File: src/sv/dsbr_pkg.sv
`timescale 1ns / 1ps

package dsbr_pkg;

  localparam int VALUE_W = 32;
  localparam int COUNT_W = 5;

  localparam logic FN_PUSH   = 1'b0;
  localparam logic FN_REMOVE = 1'b1;

  typedef enum logic [2:0] {
    ST_PUSHED    = 3'd0,
    ST_DUPLICATE = 3'd1,
    ST_FULL      = 3'd2,
    ST_REMOVED   = 3'd3,
    ST_EMPTY     = 3'd4
  } status_t;

  typedef enum logic [2:0] {
    S_IDLE = 3'b001,
    S_SCAN = 3'b010,
    S_DONE = 3'b100
  } state_t;

endpackage

File: src/sv/dedup_stack_with_bottom_removal_core.sv
`timescale 1ns / 1ps
// Flow: a push scans the held entries from the oldest, one read per cycle, each compared
// against the pushed value as its registered read data returns; a drain step follows
// the last read, then the result loads into the output register. A hit ends the scan
// early; an empty store skips the reads. A removal goes straight to the output load.
// One item at a time: the next item is taken once the result loads; a stalled result holds.
// Reset (rst_n low, synchronous): store empty, pointers zero, no result pending.
module dedup_stack_with_bottom_removal_core #(
  parameter int DEPTH = 16
) (
  input  logic                                 clk,
  input  logic                                 rst_n,
  input  logic                                 in_valid,
  output logic                                 in_stall,
  input  logic                                 in_func,
  input  logic signed [dsbr_pkg::VALUE_W-1:0]  in_value,
  output logic                                 out_valid,
  input  logic                                 out_stall,
  output logic        [2:0]                    out_status,
  output logic        [dsbr_pkg::COUNT_W-1:0]  out_entry_count
);

  localparam int AW = (DEPTH > 1) ? $clog2(DEPTH) : 1;
  localparam int CW = $clog2(DEPTH + 1);
  localparam int OW = dsbr_pkg::COUNT_W;
  localparam logic [AW-1:0] LAST_SLOT = AW'(DEPTH - 1);
  localparam logic [CW-1:0] FULL_CNT  = CW'(DEPTH);

  logic signed [dsbr_pkg::VALUE_W-1:0] entry_store_r [DEPTH];

  dsbr_pkg::state_t  state_r, state_nxt;
  dsbr_pkg::status_t res_r, res_nxt;
  logic signed [dsbr_pkg::VALUE_W-1:0] val_r, val_nxt;
  logic signed [dsbr_pkg::VALUE_W-1:0] rd_data_r;
  logic [CW-1:0] cnt_r, cnt_nxt;
  logic [CW-1:0] iss_r, iss_nxt;
  logic [AW-1:0] new_ptr_r, new_ptr_nxt;
  logic [AW-1:0] old_ptr_r, old_ptr_nxt;
  logic [AW-1:0] scan_ptr_r, scan_ptr_nxt;
  logic          rd_vld_r, rd_vld_nxt;
  logic          out_valid_r, out_valid_nxt;
  logic [2:0]    out_status_r, out_status_nxt;
  logic [OW-1:0] out_count_r, out_count_nxt;
  logic          wr_en;

  function automatic logic [AW-1:0] ring_next(input logic [AW-1:0] p);
    ring_next = (p == LAST_SLOT) ? '0 : p + 1'b1;
  endfunction

  assign in_stall        = (state_r != dsbr_pkg::S_IDLE);
  assign out_valid       = out_valid_r;
  assign out_status      = out_status_r;
  assign out_entry_count = out_count_r;

  always_comb begin
    state_nxt      = state_r;
    res_nxt        = res_r;
    val_nxt        = val_r;
    cnt_nxt        = cnt_r;
    iss_nxt        = iss_r;
    new_ptr_nxt    = new_ptr_r;
    old_ptr_nxt    = old_ptr_r;
    scan_ptr_nxt   = scan_ptr_r;
    rd_vld_nxt     = rd_vld_r;
    out_valid_nxt  = out_valid_r;
    out_status_nxt = out_status_r;
    out_count_nxt  = out_count_r;
    wr_en          = 1'b0;

    if (out_valid_r && !out_stall) begin
      out_valid_nxt = 1'b0;
    end

    unique case (state_r)
      dsbr_pkg::S_IDLE: begin
        if (in_valid) begin
          val_nxt      = in_value;
          scan_ptr_nxt = old_ptr_r;
          iss_nxt      = '0;
          rd_vld_nxt   = 1'b0;
          if (in_func == dsbr_pkg::FN_PUSH) begin
            state_nxt = dsbr_pkg::S_SCAN;
          end else begin
            if (cnt_r == '0) begin
              res_nxt = dsbr_pkg::ST_EMPTY;
            end else begin
              old_ptr_nxt = ring_next(old_ptr_r);
              cnt_nxt     = cnt_r - 1'b1;
              res_nxt     = dsbr_pkg::ST_REMOVED;
            end
            state_nxt = dsbr_pkg::S_DONE;
          end
        end
      end
      dsbr_pkg::S_SCAN: begin
        rd_vld_nxt = (iss_r != cnt_r);
        if (iss_r != cnt_r) begin
          iss_nxt      = iss_r + 1'b1;
          scan_ptr_nxt = ring_next(scan_ptr_r);
        end
        if (rd_vld_r && (rd_data_r == val_r)) begin
          res_nxt   = dsbr_pkg::ST_DUPLICATE;
          state_nxt = dsbr_pkg::S_DONE;
        end else if (!rd_vld_r && (iss_r == cnt_r)) begin
          if (cnt_r == FULL_CNT) begin
            res_nxt = dsbr_pkg::ST_FULL;
          end else begin
            wr_en       = 1'b1;
            new_ptr_nxt = ring_next(new_ptr_r);
            cnt_nxt     = cnt_r + 1'b1;
            res_nxt     = dsbr_pkg::ST_PUSHED;
          end
          state_nxt = dsbr_pkg::S_DONE;
        end
      end
      dsbr_pkg::S_DONE: begin
        if (!out_valid_r || !out_stall) begin
          out_valid_nxt  = 1'b1;
          out_status_nxt = res_r;
          out_count_nxt  = OW'(cnt_r);
          state_nxt      = dsbr_pkg::S_IDLE;
        end
      end
      default: begin
        state_nxt = dsbr_pkg::S_IDLE;
      end
    endcase
  end

  always_ff @(posedge clk) begin
    if (!rst_n) begin
      state_r     <= dsbr_pkg::S_IDLE;
      cnt_r       <= '0;
      new_ptr_r   <= '0;
      old_ptr_r   <= '0;
      rd_vld_r    <= 1'b0;
      out_valid_r <= 1'b0;
    end else begin
      state_r     <= state_nxt;
      cnt_r       <= cnt_nxt;
      new_ptr_r   <= new_ptr_nxt;
      old_ptr_r   <= old_ptr_nxt;
      rd_vld_r    <= rd_vld_nxt;
      out_valid_r <= out_valid_nxt;
    end
  end

  always_ff @(posedge clk) begin
    res_r        <= res_nxt;
    val_r        <= val_nxt;
    iss_r        <= iss_nxt;
    scan_ptr_r   <= scan_ptr_nxt;
    out_status_r <= out_status_nxt;
    out_count_r  <= out_count_nxt;
  end

  always_ff @(posedge clk) begin
    if (wr_en) begin
      entry_store_r[new_ptr_r] <= val_r;
    end
  end

  always_ff @(posedge clk) begin
    rd_data_r <= entry_store_r[scan_ptr_r];
  end

endmodule

File: config.mk
export PLATFORM = sky130hd
export DESIGN_NAME = dedup_stack_with_bottom_removal_core
export DESIGN_NICKNAME = d
export VERILOG_FILES = /design/src/sv/dsbr_pkg.sv /design/src/sv/dedup_stack_with_bottom_removal_core.sv
export SDC_FILE = /design/constraint.sdc
export NUM_CORES = 1
export LEC_CHECK = 0
export ABC_AREA = 1
export BUFFER_PORTS_ARGS = -buffer_cell sky130_fd_sc_hd__buf_2
export CORE_AREA = 4 4 318 164
export DETAILED_ROUTE_END_ITERATION = 10
export DIE_AREA = 0 0 322 168
export GPL_TIMING_DRIVEN = 0
export PLACE_DENSITY = 0.68
export SKIP_CTS_REPAIR_TIMING = 1
export SLEW_MARGIN = 5
export SYNTH_ARGS = -nofsm -noshare
export SYNTH_HDL_FRONTEND = slang
export SYNTH_SLANG_ARGS = --single-unit
File: constraint.sdc
create_clock -name clk -period 2.9 [get_ports clk]
set_clock_uncertainty 0.05 [all_clocks]
set_input_delay 0.145 -clock clk [delete_from_list [all_inputs] [get_ports clk]]
set_output_delay 0.145 -clock clk [all_outputs]
set_load 0.02 [all_outputs]
==> qor.yml, run 1 <==
cts_inserted_buffers: 51
synth_warnings: 0
clock_latency_ps: 600
setup_viol: 0
antenna_left: 0
synthSimpleGateAreaFrac: 0.04375
powerDensity_nw_per_um2: 731.5
postPlaceCellArea_um2: 26090
drc: 0
cp-end-kind: "flop"
syn-num-nets: 1835
h-tree-depth: 2
layout_setup_ws_ps: 50.11
ys_seq_area_frac: 0.7327
r2r_start: "iss_r[0]"
grt_first_pass_wirelength_mm: 98.01
drive_gt1_frac: 0.1199
final_nets: 2024
fp.coreArea_um2: 49490
synth_top_family_by_area: "compound AO/OA/AOI/OAI gates"
syn_area_per_cell_um2: 13.70
vias: 15778
grt_usage: 0.2501
synth.distinct_cells: 39
hold_end: "val_r[6]"
min_period_ps: 2850
syn_to_final_growth_pct: 16.45
reg2reg_to: "entry_store_r[0][5]"
slowest_delay_ps: 620
synthCells: 1787
grt_max_degree: 22
antenna_cells: 0
portBuffers: 46
root_buffer: "clkbuf_16"
crit_fanout: 10
synth_area_leaders: "edfxtp_1 (69%), mux2i_1 (5.2%), dfxtp_1 (4.1%)"
cp.required_ps: 3080
status: "complete, no violations"
firstDrtPassIters: 5
path_clk_slew_ps: 70
grt_pass1_vias: 14579
yosys-mux-area-fraction: 0.05234
final_max_slew_viol_count: 0
async_flop_share: 0
reg2reg_depth: 6
drtIter0Drc: 2618
placementRows: 58
cp.arrival_ps: 3030
syn_area_um2: 24480
synth_compound_area_frac: 0.1092
wire_per_inst_um: 25.70
hold_violations: 0
ys_seq_elements: 614
max_slew_margin: 0.2671
vias_per_cell: 5.892
fmax_ghz: 0.3509
final_cell_mix: "edfxtp_1 (564), inv_1 (206), o21ai_0 (172)"
die_w_um: 322
power_leakage_nw: 10.19
gp_congestion: 0.8861
post-route-period-util: 0.9827
hold_start: "in_value[6]"
synth.top_cell.area_share: 0.6918
pre_cts_ws_ps: -101.4
synthAdderAreaFrac: 0.005929
crit_path_top_delay_cell: "nor2_4"
min_path_cells: 2
ys.flop_type: "edfxtp_1"
cts.sinks: 614
io_pins: 47
tightest_slew_ps: 1099
start_util: 0.4946
dieArea_um2: 54100
layout_commonest_cell: "edfxtp_1"
reg2reg_slack_ps: 50
worstHoldPathType: "input pin to flop"
power.ir.vdd_worst_mv: 0.4828
synth-xor-area-share: 0.005367
antenna_found_initial: 1
worstPathCellList: "or2_0 -> a21oi_2 -> nand4_2 -> nor2_4 -> nand2_1 -> nor2_4"
critPathLaunchType: "flop"
synth-edff-count: 564
crit_type: "flop to flop"
cts_tree: "done"
fp.dieH_um: 168
crit_top_cell: "nor2_4"
grt-ovfl-total: 0
fin_area_um2: 28510
hpwl_mm: 45.50
post-synth-top-area-cell: "edfxtp_1"
cts_buffer_depth: 3
max_cap_violations: 0
wl_mm: 68.83
[worst max-delay path by stage]
stage / startpoint / to / slack, ps
floorplan: iss_r[0] / entry_store_r[0][0] / -120
finish: iss_r[0] / entry_store_r[0][5] / 50
detailed placement: iss_r[0] / entry_store_r[0][21] / -100
global placement: iss_r[0] / entry_store_r[11][23] / -2370
CTS: iss_r[0] / entry_store_r[0][31] / -110
global route: iss_r[0] / entry_store_r[8][31] / -30
[power breakdown]
part	leakage, nW	internal (mW)	switching [mW]
Clock	0.833	3.92	3.15
Sequential	5.51	10.1	0.389
Combinational	3.85	1.02	2.24
Total	10.2	15.1	5.78
[through the flow]
step	util	total power, mW	cells	setup TNS (ps)	hold WS (ps)
2_1_floorplan	-	12.51	1787	-62600	193.9
3_3_place_gp	0.5160	13.71	2493	-1073250	271.5
3_5_place_dp	0.5272	13.80	2513	-2413	273.1
5_1_grt	0.5760	21.60	2678	-430.3	194.1
4_1_cts	0.5614	20.77	2608	-2881	-362.7
6_report	0.5760	20.85	2678	0	201.9
[Yosys cell counts (2+ instances only)]
| master | n |
|---|---|
| a211oi_1 | 2 |
| a21oi_1 | 143 |
| buf_1 | 5 |
| buf_2 | 19 |
| buf_4 | 15 |
| clkbuf_1 | 55 |
| clkinv_1 | 2 |
| dfxtp_1 | 50 |
| edfxtp_1 | 564 |
| ha_1 | 10 |
| inv_1 | 207 |
| inv_2 | 3 |
| mux2i_1 | 128 |
| nand2_1 | 129 |
| nand2_2 | 2 |
| nand3_1 | 51 |
| nand4_1 | 2 |
| nor2_1 | 52 |
| nor3_1 | 4 |
| nor3_4 | 2 |
| o211ai_1 | 129 |
| o21ai_0 | 172 |
| o21ai_1 | 8 |
| o22ai_1 | 4 |
| o31ai_1 | 2 |
| xnor2_1 | 11 |
| xor2_1 | 4 |
[worst max-delay path: cells and delay by family, from the launching register on]
| kind | cells | cell delay (ps) |
|---|---|---|
| simple gates | 5 | 1720 |
| compound gates | 1 | 240 |
| flops | 1 | 470 |
[registers in the layout (all words and copies together), names as in the netlist]
name / flops
cnt_r: 5
entry_store_r: 512
iss_r: 5
new_ptr_r: 4
old_ptr_r: 4
out_entry_count: 5
out_status: 3
out_valid: 1
rd_data_r: 32
rd_vld_r: 1
res_r: 3
scan_ptr_r: 4
state_r: 3
val_r: 32
[per-layer routing]
metal,vias to the layer above,part of all wire,global-route usage
met3,112,0.14,0.08337
met5,-,0,0
met1,7721,0.44,0.3955
li1,6891,-,-
met4,0,0.021,0.05818
met2,1054,0.39,0.3310
[logic make-up (layout without fill, tap and decap cells)]
group	after synthesis	in the layout
simple gates	249	250
flops	614	614
fa+ha+maj	11	11
compound gates	463	463
xor+xnor	15	15
buf+inv	307	537
mux	128	128
[cell type report]
cell class	instances	area (µm²)
Clock buffer	76	1493
Inverter	212	795.8
Multi-Input combinational cell	867	5434
Buffer	95	444.2
Clock inverter	19	197.7
Timing Repair Buffer	135	1379
Tap cell	660	825.8
Sequential cell	614	17940
Fill cell	3868	20990
(Power assumes the default switching activity.)
==> run 2: changes to the inputs <==
--- a/config.mk
+++ b/config.mk
@@ -11,9 +11,8 @@
 export DETAILED_ROUTE_END_ITERATION = 10
 export DIE_AREA = 0 0 322 168
 export GPL_TIMING_DRIVEN = 0
-export PLACE_DENSITY = 0.68
+export PLACE_DENSITY_LB_ADDON = 0.1
 export SKIP_CTS_REPAIR_TIMING = 1
-export SLEW_MARGIN = 5
 export SYNTH_ARGS = -nofsm -noshare
 export SYNTH_HDL_FRONTEND = slang
 export SYNTH_SLANG_ARGS = --single-unit
==> qor.yml, run 2 (synthesis results as in run 1) <==
status: "complete, no violations"
largest_register_ffs: 512
fp.dieH_um: 168
fillers: 3897
clock_latency_ps: 600
critPathLaunchType: "flop"
fmax_ghz: 0.3503
die_w_um: 322
rsz0062_at_grt: "yes"
cts_buffer_depth: 3
antenna_found_initial: 0
grt_usage: 0.2590
wl_mm: 72.64
slowest_delay_ps: 660
worstPathCellList: "or2_0 -> a21oi_2 -> nand4_2 -> nor2_4 -> nand2_1 -> nor2_4"
max_slew_margin: 0.2520
portBuffers: 46
io_pins: 47
final_nets: 2041
path_clk_slew_ps: 70
min_period_ps: 2855
crit_top_cell: "nor2_4"
grt_max_degree: 22
dpl.cell_count: 2512
placementRows: 58
syn_to_final_growth_pct: 17.76
power.ir.vdd_worst_mv: 0.4030
top_register: "entry_store_r"
use_met1: 0.4268
h-tree-depth: 2
grt_first_pass_wirelength_mm: 99.96
final_cell_mix: "edfxtp_1 (564), inv_1 (206), o21ai_0 (172)"
start_util: 0.4946
crit_family: "simple AND/OR/NAND/NOR gates"
vias: 15683
max_cap_violations: 0
tightest_slew_ps: 1122
drive_gt1_frac: 0.1262
hold_violations: 0
final_max_slew_viol_count: 0
antenna_left: 0
cp.required_ps: 3080
cp.arrival_ps: 3040
post-route-period-util: 0.9845
crit_fanout: 10
met3_usage: 0.07737
vias_per_cell: 5.815
cp-end-kind: "flop"
hpwl_mm: 47.59
cp_num_buf_inv: 0
cts_inserted_buffers: 53
fp.coreArea_um2: 49490
firstDrtPassIters: 5
powerDensity_nw_per_um2: 731.7
crit_type: "flop to flop"
layout_setup_ws_ps: 44.90
setup_viol: 0
top_regs: "entry_store_r: 512 flops, rd_data_r: 32 flops, val_r: 32 flops"
grt-ovfl-total: 0
fin_util: 0.5824
dieArea_um2: 54100
layout_commonest_cell: "edfxtp_1"
crit_path_top_delay_cell: "nor2_4"
cts_tree: "done"
reg2reg_slack_ps: 40
grt_busiest_layer: "met1"
wire_per_inst_um: 26.93
drc: 0
grt_use_met2: 0.3364
cts.sinks: 614
pre_cts_ws_ps: -213.0
drtIter0Drc: 2379
grt_pass1_vias: 14262
worstHoldPathType: "input pin to flop"
root_buffer: "clkbuf_16"
fin_total_pwr_mw: 21.09
power_leakage_nw: 10.29
instances_no_fill: 2697
gp_congestion: 0.8328
run 2: changes by cell type in the layout (fill, tap and decap cells not counted), moves of 3 or more:
| cell | previous run | this run |
|---|---|---|
| buf_12 | 23 | 33 |
| clkbuf_1 | 70 | 74 |
| clkbuf_8 | 8 | 3 |
| clkinv_2 | 10 | 7 |
run 2: path summary, 6_finish.rpt:
check,start,endpoint,depth (start not counted)
worst max-delay path,iss_r[0],entry_store_r[14][28],6
worst min-delay path,in_value[7],val_r[7],2
worst max register to register,iss_r[0],entry_store_r[14][28],6
worst min register to register,res_r[0],out_status[0],0
run 2: per-stage QoR:
stage | setup TNS (ps) | cell area [µm²] | hold slack (ps)
floorplan | -62600 | 24480 | 193.9
global placement | -1213170 | 25540 | 272.0
detailed placement | -19460 | 26090 | 273.1
CTS | -21830 | 27810 | -371.7
global route | -1942 | 28820 | 182.5
finish | 0 | 28830 | 188.9
run 2: area by class of cell:
type	instances	area [µm²]	share of cell area
Clock buffer	75	1439	0.04992
Sequential cell	614	17940	0.6222
Clock inverter	23	279.0	0.009679
Multi-Input combinational cell	869	5461	0.1895
Inverter	212	795.8	0.02761
Antenna cell	1	2.502	0.00008681
Buffer	95	444.2	0.01541
Tap cell	660	825.8	0.02865
Timing Repair Buffer	148	1642	0.05695
run 2: routing by layer:
layer	up-vias	wire, µm
li1	6926	-
met1	7707	33850
met2	958	27720
met3	92	9911
met4	0	1158
met5	-	0
run 2: power by group:
group	internal (mW)	total (mW)	switching [mW]
Sequential	10.1	10.5	0.375
Combinational	1.05	3.35	2.30
Clock	4.00	7.23	3.23
Total	15.2	21.1	5.91
